$ cat src/rtl/core/i2cm_pkg.sv
`default_nettype none

package i2cm_pkg;

    // register indexes on the config port
    localparam int unsigned CFG_ADDR_W = 2;
    localparam logic [CFG_ADDR_W-1:0] REG_PHASE_TICKS = 2'd0;
    localparam logic [CFG_ADDR_W-1:0] REG_ACK_TIMEOUT = 2'd1;
    localparam int unsigned CFG_DATA_W = 16;

    localparam logic [15:0] PHASE_TICKS_RST = 16'd100;
    localparam logic [7:0]  ACK_TIMEOUT_RST = 8'd250;

    // sequencer states
    localparam logic [3:0] ST_IDLE     = 4'd0;
    localparam logic [3:0] ST_STA_A    = 4'd1;
    localparam logic [3:0] ST_STA_B    = 4'd2;
    localparam logic [3:0] ST_RSTART   = 4'd3;
    localparam logic [3:0] ST_BIT_LO   = 4'd4;
    localparam logic [3:0] ST_BIT_HI   = 4'd5;
    localparam logic [3:0] ST_ACK_LO   = 4'd6;
    localparam logic [3:0] ST_ACK_HI   = 4'd7;
    localparam logic [3:0] ST_ACK_POLL = 4'd8;
    localparam logic [3:0] ST_RD_LO    = 4'd9;
    localparam logic [3:0] ST_RD_HI    = 4'd10;
    localparam logic [3:0] ST_MACK_LO  = 4'd11;
    localparam logic [3:0] ST_MACK_HI  = 4'd12;
    localparam logic [3:0] ST_STOP_A   = 4'd13;
    localparam logic [3:0] ST_STOP_B   = 4'd14;
    localparam logic [3:0] ST_STOP_C   = 4'd15;

    // byte stage
    localparam logic [1:0] STG_SLA_W = 2'd0;
    localparam logic [1:0] STG_SUB   = 2'd1;
    localparam logic [1:0] STG_TX    = 2'd2;
    localparam logic [1:0] STG_RX    = 2'd3;

    // modes
    localparam logic [1:0] MODE_RX = 2'd0;
    localparam logic [1:0] MODE_TX = 2'd1;

    localparam logic [7:0] RW_CLR_MASK = 8'hFE;
    localparam logic [7:0] RW_RD_BIT   = 8'h01;

    typedef struct packed {
        logic [15:0] phase_ticks;
        logic [7:0]  ack_timeout;
    } i2cm_cfg_t;

    typedef struct packed {
        logic       kind;
        logic [1:0] mode;
        logic [7:0] slave_addr;
        logic [7:0] sub_addr;
        logic [7:0] length;
        logic [7:0] tx_byte;
        logic       sda_in;
    } i2cm_item_t;

    typedef struct packed {
        logic       scl_out;
        logic       sda_out;
        logic [7:0] rx_byte;
        logic       rx_valid;
        logic       tx_taken;
        logic       busy_res;
        logic       done_res;
        logic       error;
    } i2cm_result_t;

endpackage

`default_nettype wire

$ cat src/rtl/core/i2cm_seq.sv
`default_nettype none

module i2cm_seq
(
    input  wire logic                   clk,
    input  wire logic                   rst_n,
    input  wire logic                   step,
    input  wire i2cm_pkg::i2cm_item_t   item,
    input  wire i2cm_pkg::i2cm_cfg_t    cfg,
    output i2cm_pkg::i2cm_result_t      res
);
    import i2cm_pkg::*;

    logic [3:0]  st_reg,        st_next;
    logic [15:0] phase_cnt_reg, phase_cnt_next;
    logic [3:0]  bit_cnt_reg,   bit_cnt_next;
    logic [7:0]  shift_reg,     shift_next;
    logic [8:0]  bytes_left_reg, bytes_left_next;
    logic [1:0]  mode_reg,      mode_next;
    logic [7:0]  slave_reg,     slave_next;
    logic [7:0]  sub_reg,       sub_next;
    logic [8:0]  poll_cnt_reg,  poll_cnt_next;
    logic        err_flag_reg,  err_flag_next;
    logic [1:0]  stage_reg,     stage_next;

    logic [15:0] phase_len;
    logic [16:0] phase_inc;
    logic        phase_end;
    logic [3:0]  bit_inc;
    logic [8:0]  bytes_dec;
    logic [8:0]  poll_inc;
    logic        rx_valid;
    logic [7:0]  rx_byte;
    logic        tx_taken;
    logic        done;
    logic        err;
    logic        scl;
    logic        sda;

    assign phase_len = (cfg.phase_ticks == 16'd0) ? 16'd1 : cfg.phase_ticks;
    assign phase_inc = {1'b0, phase_cnt_reg} + 17'd1;
    assign phase_end = phase_inc >= {1'b0, phase_len};
    assign bit_inc   = bit_cnt_reg + 4'd1;
    assign bytes_dec = (bytes_left_reg != 9'd0) ? bytes_left_reg - 9'd1 : 9'd0;
    assign poll_inc  = poll_cnt_reg + 9'd1;

    always_comb
    begin
        st_next         = st_reg;
        phase_cnt_next  = phase_cnt_reg;
        bit_cnt_next    = bit_cnt_reg;
        shift_next      = shift_reg;
        bytes_left_next = bytes_left_reg;
        mode_next       = mode_reg;
        slave_next      = slave_reg;
        sub_next        = sub_reg;
        poll_cnt_next   = poll_cnt_reg;
        err_flag_next   = err_flag_reg;
        stage_next      = stage_reg;
        rx_valid        = 1'b0;
        rx_byte         = 8'd0;
        tx_taken        = 1'b0;
        done            = 1'b0;
        err             = 1'b0;

        // timed phases advance the counter every tick
        if (st_reg != ST_IDLE && st_reg != ST_ACK_POLL)
        begin
            phase_cnt_next = phase_end ? 16'd0 : phase_inc[15:0];
        end

        case (st_reg)
            ST_IDLE:
            begin
                if (item.kind)
                begin
                    mode_next       = item.mode;
                    slave_next      = item.slave_addr;
                    sub_next        = item.sub_addr;
                    bytes_left_next = (item.length == 8'd0) ? 9'd256 : {1'b0, item.length};
                    err_flag_next   = 1'b0;
                    poll_cnt_next   = 9'd0;
                    stage_next      = (item.mode == MODE_RX) ? STG_RX : STG_SLA_W;
                    st_next         = ST_STA_A;
                    phase_cnt_next  = 16'd0;
                end
            end
            ST_STA_A:
            begin
                if (phase_end)
                    st_next = ST_STA_B;
            end
            ST_STA_B:
            begin
                if (phase_end)
                begin
                    shift_next   = (stage_reg == STG_RX) ? (slave_reg | RW_RD_BIT)
                                                         : (slave_reg & RW_CLR_MASK);
                    bit_cnt_next = 4'd0;
                    st_next      = ST_BIT_LO;
                end
            end
            ST_RSTART:
            begin
                if (phase_end)
                    st_next = ST_STA_A;
            end
            ST_BIT_LO:
            begin
                if (phase_end)
                    st_next = ST_BIT_HI;
            end
            ST_BIT_HI:
            begin
                if (phase_end)
                begin
                    shift_next   = {shift_reg[6:0], 1'b0};
                    bit_cnt_next = bit_inc;
                    if (bit_inc[3])
                    begin
                        poll_cnt_next = 9'd0;
                        st_next       = ST_ACK_LO;
                    end
                    else
                    begin
                        st_next = ST_BIT_LO;
                    end
                end
            end
            ST_ACK_LO:
            begin
                if (phase_end)
                    st_next = ST_ACK_HI;
            end
            ST_ACK_HI:
            begin
                if (phase_end)
                    st_next = ST_ACK_POLL;
            end
            ST_ACK_POLL:
            begin
                phase_cnt_next = 16'd0;
                if (!item.sda_in)
                begin
                    case (stage_reg)
                        STG_SLA_W:
                        begin
                            stage_next   = STG_SUB;
                            shift_next   = sub_reg;
                            bit_cnt_next = 4'd0;
                            st_next      = ST_BIT_LO;
                        end
                        STG_SUB:
                        begin
                            if (mode_reg == MODE_TX)
                            begin
                                stage_next   = STG_TX;
                                shift_next   = item.tx_byte;
                                bit_cnt_next = 4'd0;
                                tx_taken     = 1'b1;
                                st_next      = ST_BIT_LO;
                            end
                            else
                            begin
                                stage_next = STG_RX;
                                st_next    = ST_RSTART;
                            end
                        end
                        STG_TX:
                        begin
                            bytes_left_next = bytes_dec;
                            if (bytes_dec == 9'd0)
                            begin
                                st_next = ST_STOP_A;
                            end
                            else
                            begin
                                shift_next   = item.tx_byte;
                                bit_cnt_next = 4'd0;
                                tx_taken     = 1'b1;
                                st_next      = ST_BIT_LO;
                            end
                        end
                        default:
                        begin
                            shift_next   = 8'd0;
                            bit_cnt_next = 4'd0;
                            st_next      = ST_RD_LO;
                        end
                    endcase
                end
                else
                begin
                    poll_cnt_next = poll_inc;
                    if (poll_inc > {1'b0, cfg.ack_timeout})
                    begin
                        err_flag_next = 1'b1;
                        st_next       = ST_STOP_A;
                    end
                end
            end
            ST_RD_LO:
            begin
                if (phase_end)
                    st_next = ST_RD_HI;
            end
            ST_RD_HI:
            begin
                if (phase_end)
                begin
                    shift_next   = {shift_reg[6:0], item.sda_in};
                    bit_cnt_next = bit_inc;
                    if (bit_inc[3])
                    begin
                        rx_byte         = {shift_reg[6:0], item.sda_in};
                        rx_valid        = 1'b1;
                        bytes_left_next = bytes_dec;
                        st_next         = ST_MACK_LO;
                    end
                    else
                    begin
                        st_next = ST_RD_LO;
                    end
                end
            end
            ST_MACK_LO:
            begin
                if (phase_end)
                    st_next = ST_MACK_HI;
            end
            ST_MACK_HI:
            begin
                if (phase_end)
                begin
                    if (bytes_left_reg == 9'd0)
                    begin
                        st_next = ST_STOP_A;
                    end
                    else
                    begin
                        shift_next   = 8'd0;
                        bit_cnt_next = 4'd0;
                        st_next      = ST_RD_LO;
                    end
                end
            end
            ST_STOP_A:
            begin
                if (phase_end)
                    st_next = ST_STOP_B;
            end
            ST_STOP_B:
            begin
                if (phase_end)
                    st_next = ST_STOP_C;
            end
            ST_STOP_C:
            begin
                if (phase_end)
                begin
                    done    = 1'b1;
                    err     = err_flag_reg;
                    st_next = ST_IDLE;
                end
            end
            default:
            begin
                st_next        = ST_IDLE;
                phase_cnt_next = 16'd0;
            end
        endcase
    end

    // bus levels follow the updated state
    always_comb
    begin
        case (st_next)
            ST_STA_B:   begin scl = 1'b1; sda = 1'b0;           end
            ST_RSTART:  begin scl = 1'b0; sda = 1'b1;           end
            ST_BIT_LO:  begin scl = 1'b0; sda = shift_next[7];  end
            ST_BIT_HI:  begin scl = 1'b1; sda = shift_next[7];  end
            ST_ACK_LO:  begin scl = 1'b0; sda = 1'b1;           end
            ST_RD_LO:   begin scl = 1'b0; sda = 1'b1;           end
            ST_MACK_LO: begin scl = 1'b0; sda = (bytes_left_next == 9'd0); end
            ST_MACK_HI: begin scl = 1'b1; sda = (bytes_left_next == 9'd0); end
            ST_STOP_A:  begin scl = 1'b0; sda = 1'b0;           end
            ST_STOP_B:  begin scl = 1'b1; sda = 1'b0;           end
            default:    begin scl = 1'b1; sda = 1'b1;           end
        endcase
    end

    always_comb
    begin
        res.scl_out  = scl;
        res.sda_out  = sda;
        res.rx_byte  = rx_byte;
        res.rx_valid = rx_valid;
        res.tx_taken = tx_taken;
        res.busy_res = (st_next != ST_IDLE);
        res.done_res = done;
        res.error    = err;
    end

    always_ff @(posedge clk or negedge rst_n)
    begin
        if (!rst_n)
        begin
            st_reg         <= ST_IDLE;
            phase_cnt_reg  <= 16'd0;
            bit_cnt_reg    <= 4'd0;
            shift_reg      <= 8'd0;
            bytes_left_reg <= 9'd0;
            mode_reg       <= 2'd0;
            slave_reg      <= 8'd0;
            sub_reg        <= 8'd0;
            poll_cnt_reg   <= 9'd0;
            err_flag_reg   <= 1'b0;
            stage_reg      <= STG_SLA_W;
        end
        else if (step)
        begin
            st_reg         <= st_next;
            phase_cnt_reg  <= phase_cnt_next;
            bit_cnt_reg    <= bit_cnt_next;
            shift_reg      <= shift_next;
            bytes_left_reg <= bytes_left_next;
            mode_reg       <= mode_next;
            slave_reg      <= slave_next;
            sub_reg        <= sub_next;
            poll_cnt_reg   <= poll_cnt_next;
            err_flag_reg   <= err_flag_next;
            stage_reg      <= stage_next;
        end
    end

endmodule

`default_nettype wire

$ cat src/rtl/core/i2c_master_transaction_engine.sv
// channel    direction  payload
// s_axis     in         one bus tick request: start command fields, tx byte, sampled SDA
// m_axis     out        one result per request: SCL/SDA levels, rx byte, status
// cfg        in         register writes: phase_ticks (0), ack_timeout (1)
//
// One request is taken per cycle while s_axis_tready is high; its result is registered and shows in the next cycle.
// The sequencer state updates only on an accepted request.
// s_axis_tready is low only while a result sits in the output register and m_axis_tready is low.
// Reset clears the sequencer to idle and the registers to phase_ticks 100, ack_timeout 250.

`default_nettype none

module i2c_master_transaction_engine
(
    input  wire logic                             clk,
    input  wire logic                             rst_n,

    input  wire logic                             s_axis_tvalid,
    output logic                                  s_axis_tready,
    input  wire logic [39:0]                      s_axis_tdata,  // mode, slave_addr, sub_addr,
                                                                 // length, tx_byte, sda_in
    input  wire logic                             s_axis_tuser,  // kind

    output logic                                  m_axis_tvalid,
    input  wire logic                             m_axis_tready,
    output logic [15:0]                           m_axis_tdata,  // scl_out, sda_out, rx_byte,
                                                                 // rx_valid, tx_taken,
                                                                 // busy_res, done_res, error

    input  wire logic                             cfg_we,
    input  wire logic [i2cm_pkg::CFG_ADDR_W-1:0]  cfg_addr,
    input  wire logic [i2cm_pkg::CFG_DATA_W-1:0]  cfg_data
);
    import i2cm_pkg::*;

    i2cm_cfg_t    cfg_reg;
    i2cm_item_t   item;
    i2cm_result_t res;
    logic         accept;
    logic         out_valid_reg;
    logic [15:0]  out_data_reg;

    assign s_axis_tready = !out_valid_reg || m_axis_tready;
    assign accept        = s_axis_tvalid && s_axis_tready;

    always_comb
    begin
        item.kind       = s_axis_tuser;
        item.mode       = s_axis_tdata[1:0];
        item.slave_addr = s_axis_tdata[9:2];
        item.sub_addr   = s_axis_tdata[17:10];
        item.length     = s_axis_tdata[25:18];
        item.tx_byte    = s_axis_tdata[33:26];
        item.sda_in     = s_axis_tdata[34];
    end

    always_ff @(posedge clk or negedge rst_n)
    begin
        if (!rst_n)
        begin
            cfg_reg.phase_ticks <= PHASE_TICKS_RST;
            cfg_reg.ack_timeout <= ACK_TIMEOUT_RST;
        end
        else if (cfg_we)
        begin
            if (cfg_addr == REG_PHASE_TICKS)
                cfg_reg.phase_ticks <= cfg_data;
            else if (cfg_addr == REG_ACK_TIMEOUT)
                cfg_reg.ack_timeout <= cfg_data[7:0];
        end
    end

    i2cm_seq u_seq
    (
        .clk   (clk),
        .rst_n (rst_n),
        .step  (accept),
        .item  (item),
        .cfg   (cfg_reg),
        .res   (res)
    );

    always_ff @(posedge clk or negedge rst_n)
    begin
        if (!rst_n)
            out_valid_reg <= 1'b0;
        else if (accept)
            out_valid_reg <= 1'b1;
        else if (m_axis_tready)
            out_valid_reg <= 1'b0;
    end

    always_ff @(posedge clk)
    begin
        if (accept)
        begin
            out_data_reg <= {1'b0, res.error, res.done_res, res.busy_res, res.tx_taken,
                             res.rx_valid, res.rx_byte, res.sda_out, res.scl_out};
        end
    end

    assign m_axis_tvalid = out_valid_reg;
    assign m_axis_tdata  = out_data_reg;

endmodule

`default_nettype wire

$ cat config.mk
export PLATFORM = sky130hd
export DESIGN_NAME = i2c_master_transaction_engine
export DESIGN_NICKNAME = d
export VERILOG_FILES = /design/src/rtl/core/i2cm_pkg.sv /design/src/rtl/core/i2cm_seq.sv /design/src/rtl/core/i2c_master_transaction_engine.sv
export SDC_FILE = /design/constraint.sdc
export NUM_CORES = 1
export LEC_CHECK = 0
export BUFFER_PORTS_ARGS = -buffer_cell sky130_fd_sc_hd__buf_2
export CAP_MARGIN = 40
export CORE_ASPECT_RATIO = 0.9
export CORE_MARGIN = 5
export CORE_UTILIZATION = 35
export DETAILED_ROUTE_END_ITERATION = 7
export PLACE_DENSITY_LB_ADDON = 0.3
export SYNTH_ARGS = -nofsm -noshare
export SYNTH_HDL_FRONTEND = slang
export SYNTH_HIERARCHICAL = 1
export SYNTH_SLANG_ARGS = --single-unit
$ cat constraint.sdc
create_clock -name clk -period 9.55 [get_ports clk]
set_input_delay 0.955 -clock clk [delete_from_list [all_inputs] [get_ports clk]]
set_output_delay 0.955 -clock clk [all_outputs]
set_load 0.02 [all_outputs]
==> metrics list <==
- Across the run, the number of max-cap violations was 0.
- Final wirelength: 19130 um
- Routability-driven placement congestion ratio: 0.9360
* CTS Hold Bufs: 0
- Cell type with the largest total area after synthesis: dfrtp_1
* Worst Skew: 0.01019 ns
- Setup total negative slack on the finished layout was measured at 0 ns.
- Pwr Density: 240.3 nW/um^2
* Average cell area after synthesis: 9.540 sq um
- After clock tree synthesis, the setup repair step added 0 buffers.
- In this run, synthesis produced a sequential element count of 110.
- At the worst endpoint, the arrival time is 5.55 ns.
- The pre-antenna-repair detailed-routing pass consisted of 5 iterations.
- Sequential elements use 39.47% of the synthesized area.
- Port buffering added 74 buffers.
- Iter 0 DRT Violations: 538
- RSZ-0062 raised after global routing: no
- Ratio of final minimum period to clock period: 55.93%
- Worst-Skew Late Latency: 0.36 ns
- Category of cells accounting for the largest share of critical-path delay: simple AND/OR/NAND/NOR gates
- Excluding fillers, the count of instances in the completed layout stands at 1063.
- Hold timing on the final database bottoms out at a slack of 0.5124 ns.
- The max-slew violation count was 0.
- IR Drop Worst-Case VDD: 0.1065 mV
* Actual transition at the worst max-transition pin: 0.8888 ns
- 82 I/O pins were placed.
* Area of the die: 23520 sq um
* Chip Height: 146 um
- Yosys mapped a number of flops with a built-in enable equal to 15.
- Critical path fanouts, max: 11
* Number of clock sinks: 110
- In the synthesized netlist, the number of instances is 754.
* Setup Viol. Count Final: 0
* CTS tree: done
- Fmax: 0.1872 GHz
* Post-detail-place hpwl: 13890 um
- Headroom to the max-slew limit: 40.62%
- Most area-consuming cells after synthesis: dfrtp_1 (30%), mux2_2 (7.0%), edfxtp_1 (6.3%), ha_1 (5.7%), dfstp_2 (3.3%)
- Portion of synthesized cell area occupied by the leading cell type: 29.92%
- Post-CTS clock slew at the launch and capture registers of the worst setup and hold paths: 0.08 ns
- Endpoint kind of the worst setup timing path: flip-flop
- Most common cell in the netlist: dfrtp_1
* Post-Syn Nets: 851
* Count of buffer and inverter cells on the critical path: 1
- After detailed placement, the design holds a cell count of 1046.
* Post-Synthesis Cell Area: 7193 sq um
* Count of vias placed by the detailed router: 6105
- The run finished with clean final reports.
- Cells with a size suffix above 1 make up 21.19% of the layout.
* Post-synth top cells: dfrtp_1 (86), nand2_1 (53), nor2_1 (48)
- DP Worst Slack: 4.300 ns
- The longest clock path from root to sink contains 2 buffers.
- The worst setup path is of the flip-flop to flip-flop kind.
- Area added between synthesis and finish: 12.19%
* Initial antenna violation count: 1
- After synthesis, the netlist uses 75 different library cells.
* Final nets: 899
- In this run the standard cell core region covers 20110 sq um.
- Number of vias per cell after detailed routing: 5.743
- Required time reported for the critical path endpoint: 9.76 ns
- After detailed routing, the number of remaining DRC violations is 0.
- Primary flip-flop cell chosen by synthesis mapping: dfrtp_1
- In this run, post-CTS repair resized a total of 0 instances.
- # rows: 49
- During synthesis, Yosys emitted a total of 6 warnings.
- Antenna-violating nets left: 0
- Drt wl/cell: 17.99 um
* Via count of the first global-routing pass: 5985
* Pin count of the biggest net entering global routing: 60
- The smallest clock period supported by the final layout is computed as 5.342 ns.
- Summed over all cells, the static leakage comes to 3.463 nW.
- Setup slack after layout: 4.208 ns
- The register with the most flip-flops in the layout has 24 of them.
- Clock tree synthesis inserted a total of 9 buffers.
- In this run the worst hold path is classified as flip-flop to flip-flop.
* Clock root buffer: clkbuf_16
* Startpoint Class: flip-flop
* Initial Util: 35.77%
- For this run, asynchronously set or reset flops after synthesis account for 86.36%.
- Summing internal, switching and leakage power gives 1.939 mW.
- The number of endpoints with negative hold slack in the final report is 0.
* Max stage delay cell, worst path: o311ai_0
- The worst register-to-register path has a setup slack of 4.21 ns.
* First-pass GRT wire length: 31120 um
* Leftover overflow at the end of global routing: 0
* Critical path, cell by cell: ha_1 -> nand2_1 -> nor4_4 -> nand3_1 -> xnor2_1 -> ha_1 -> nand4_1 -> nor3_1 -> a211oi_1 -> and4_1 -> nor2_1 -> buf_4 -> o311ai_0 -> nand4_1 -> or4_1 -> o211ai_1
- Width of the die: 161.1 um
* Worst stage delay on the critical path: 0.68 ns
* Maximum level of the CTS H-tree: 3
- Across every metal layer, demand over resource in global routing totals 16.15%.
[worst register-to-register path, cell delays in order (launching register included)]
cell and delay (ns):
dfrtp_1 0.46, ha_1 0.29, nand2_1 0.13, nor4_4 0.40, nand3_1 0.14, xnor2_1 0.25, ha_1 0.29, nand4_1 0.12
nor3_1 0.07, a211oi_1 0.32, and4_1 0.59, nor2_1 0.30, buf_4 0.25, o311ai_0 0.68, nand4_1 0.19, or4_1 0.52
o211ai_1 0.19
[layer usage]
metal  vias to the layer above  track usage [%]  routed length (um)
met5                         -                0                   0
met4                         0            4.606                 316
met3                        25            3.285                1448
met2                       270            24.49                8179
met1                      2890            23.37                9182
li1                       2920                -                   -
[cell type report]
cell class | count | area [sq um]
fillers | 2010 | 12040
multi-input cells | 550 | 3955
flip-flops and latches | 110 | 2839
repair buffers | 88 | 489.2
well taps | 255 | 319.1
clock buffers | 9 | 225.2
inverters | 43 | 161.4
clock inverters | 7 | 78.83
diodes | 1 | 2.502
[cells in the final DEF (no fill, tap or decap), types with 3 or more instances in the layout]
master,instances
o21ai_0,39
o31ai_1,8
ha_1,33
o21a_1,10
a211oi_1,7
dfrtp_1,86
a21oi_1,26
buf_4,11
inv_1,43
nor4_1,8
mux2_2,45
o2bb2ai_1,3
nand3_1,22
or4_1,7
nor3_1,17
clkbuf_16,9
and2_1,8
a2111oi_0,3
nand2b_1,9
dfstp_2,9
a22o_1,15
xor2_1,10
a22oi_1,19
or3_1,8
nor2_1,48
o211ai_1,12
clkinv_4,3
and3_1,10
nand4_1,19
and4_1,3
o221ai_1,12
a31oi_1,9
nand2_1,53
xnor2_1,18
nor2b_1,3
buf_2,74
o311a_1,3
mux2i_1,10
a21o_1,5
edfxtp_1,15
[stage by stage]
stage | utilization, % | area, sq um
after detailed placement | 38.61 | 7764
after global placement | 38.36 | 7715
after CTS | 40.12 | 8068
after global routing | 40.13 | 8070
after floorplan | - | 7193
final | 40.13 | 8070
[cells by family (layout without fill, tap and decap cells)]
kind of cell / Yosys count / count (layout) / synth area share [%]
compound gates: 201 / 201 / 19.93
xor+xnor: 28 / 28 / 3.409
fa+ha+maj: 33 / 33 / 5.740
buf+inv: 94 / 147 / 5.636
flops: 110 / 110 / 39.47
mux: 55 / 55 / 8.436
other cells: 1 / 2 / 0.05213
simple gates: 232 / 232 / 17.32
[power breakdown]
group	switching, mW	internal [mW]	leakage, nW
Sequential	0.155	0.589	1.34
Combinational	0.475	0.338	1.97
Clock	0.197	0.186	0.148
[worst paths after layout]
path | start | to | cells past startpoint
max | u_seq/phase_cnt_reg[0] | m_axis_tdata[1] | 16
min | u_seq/poll_cnt_reg[8] | u_seq/poll_cnt_reg[8] | 1
max reg2reg | u_seq/phase_cnt_reg[0] | m_axis_tdata[1] | 16
min reg2reg | u_seq/poll_cnt_reg[8] | u_seq/poll_cnt_reg[8] | 1
max in group asynchronous | rst_n | u_seq/poll_cnt_reg[6] | 2
min in group asynchronous | rst_n | u_seq/bytes_left_reg[1] | 1
No activity file was read; power rests on OpenSTA's default activity.
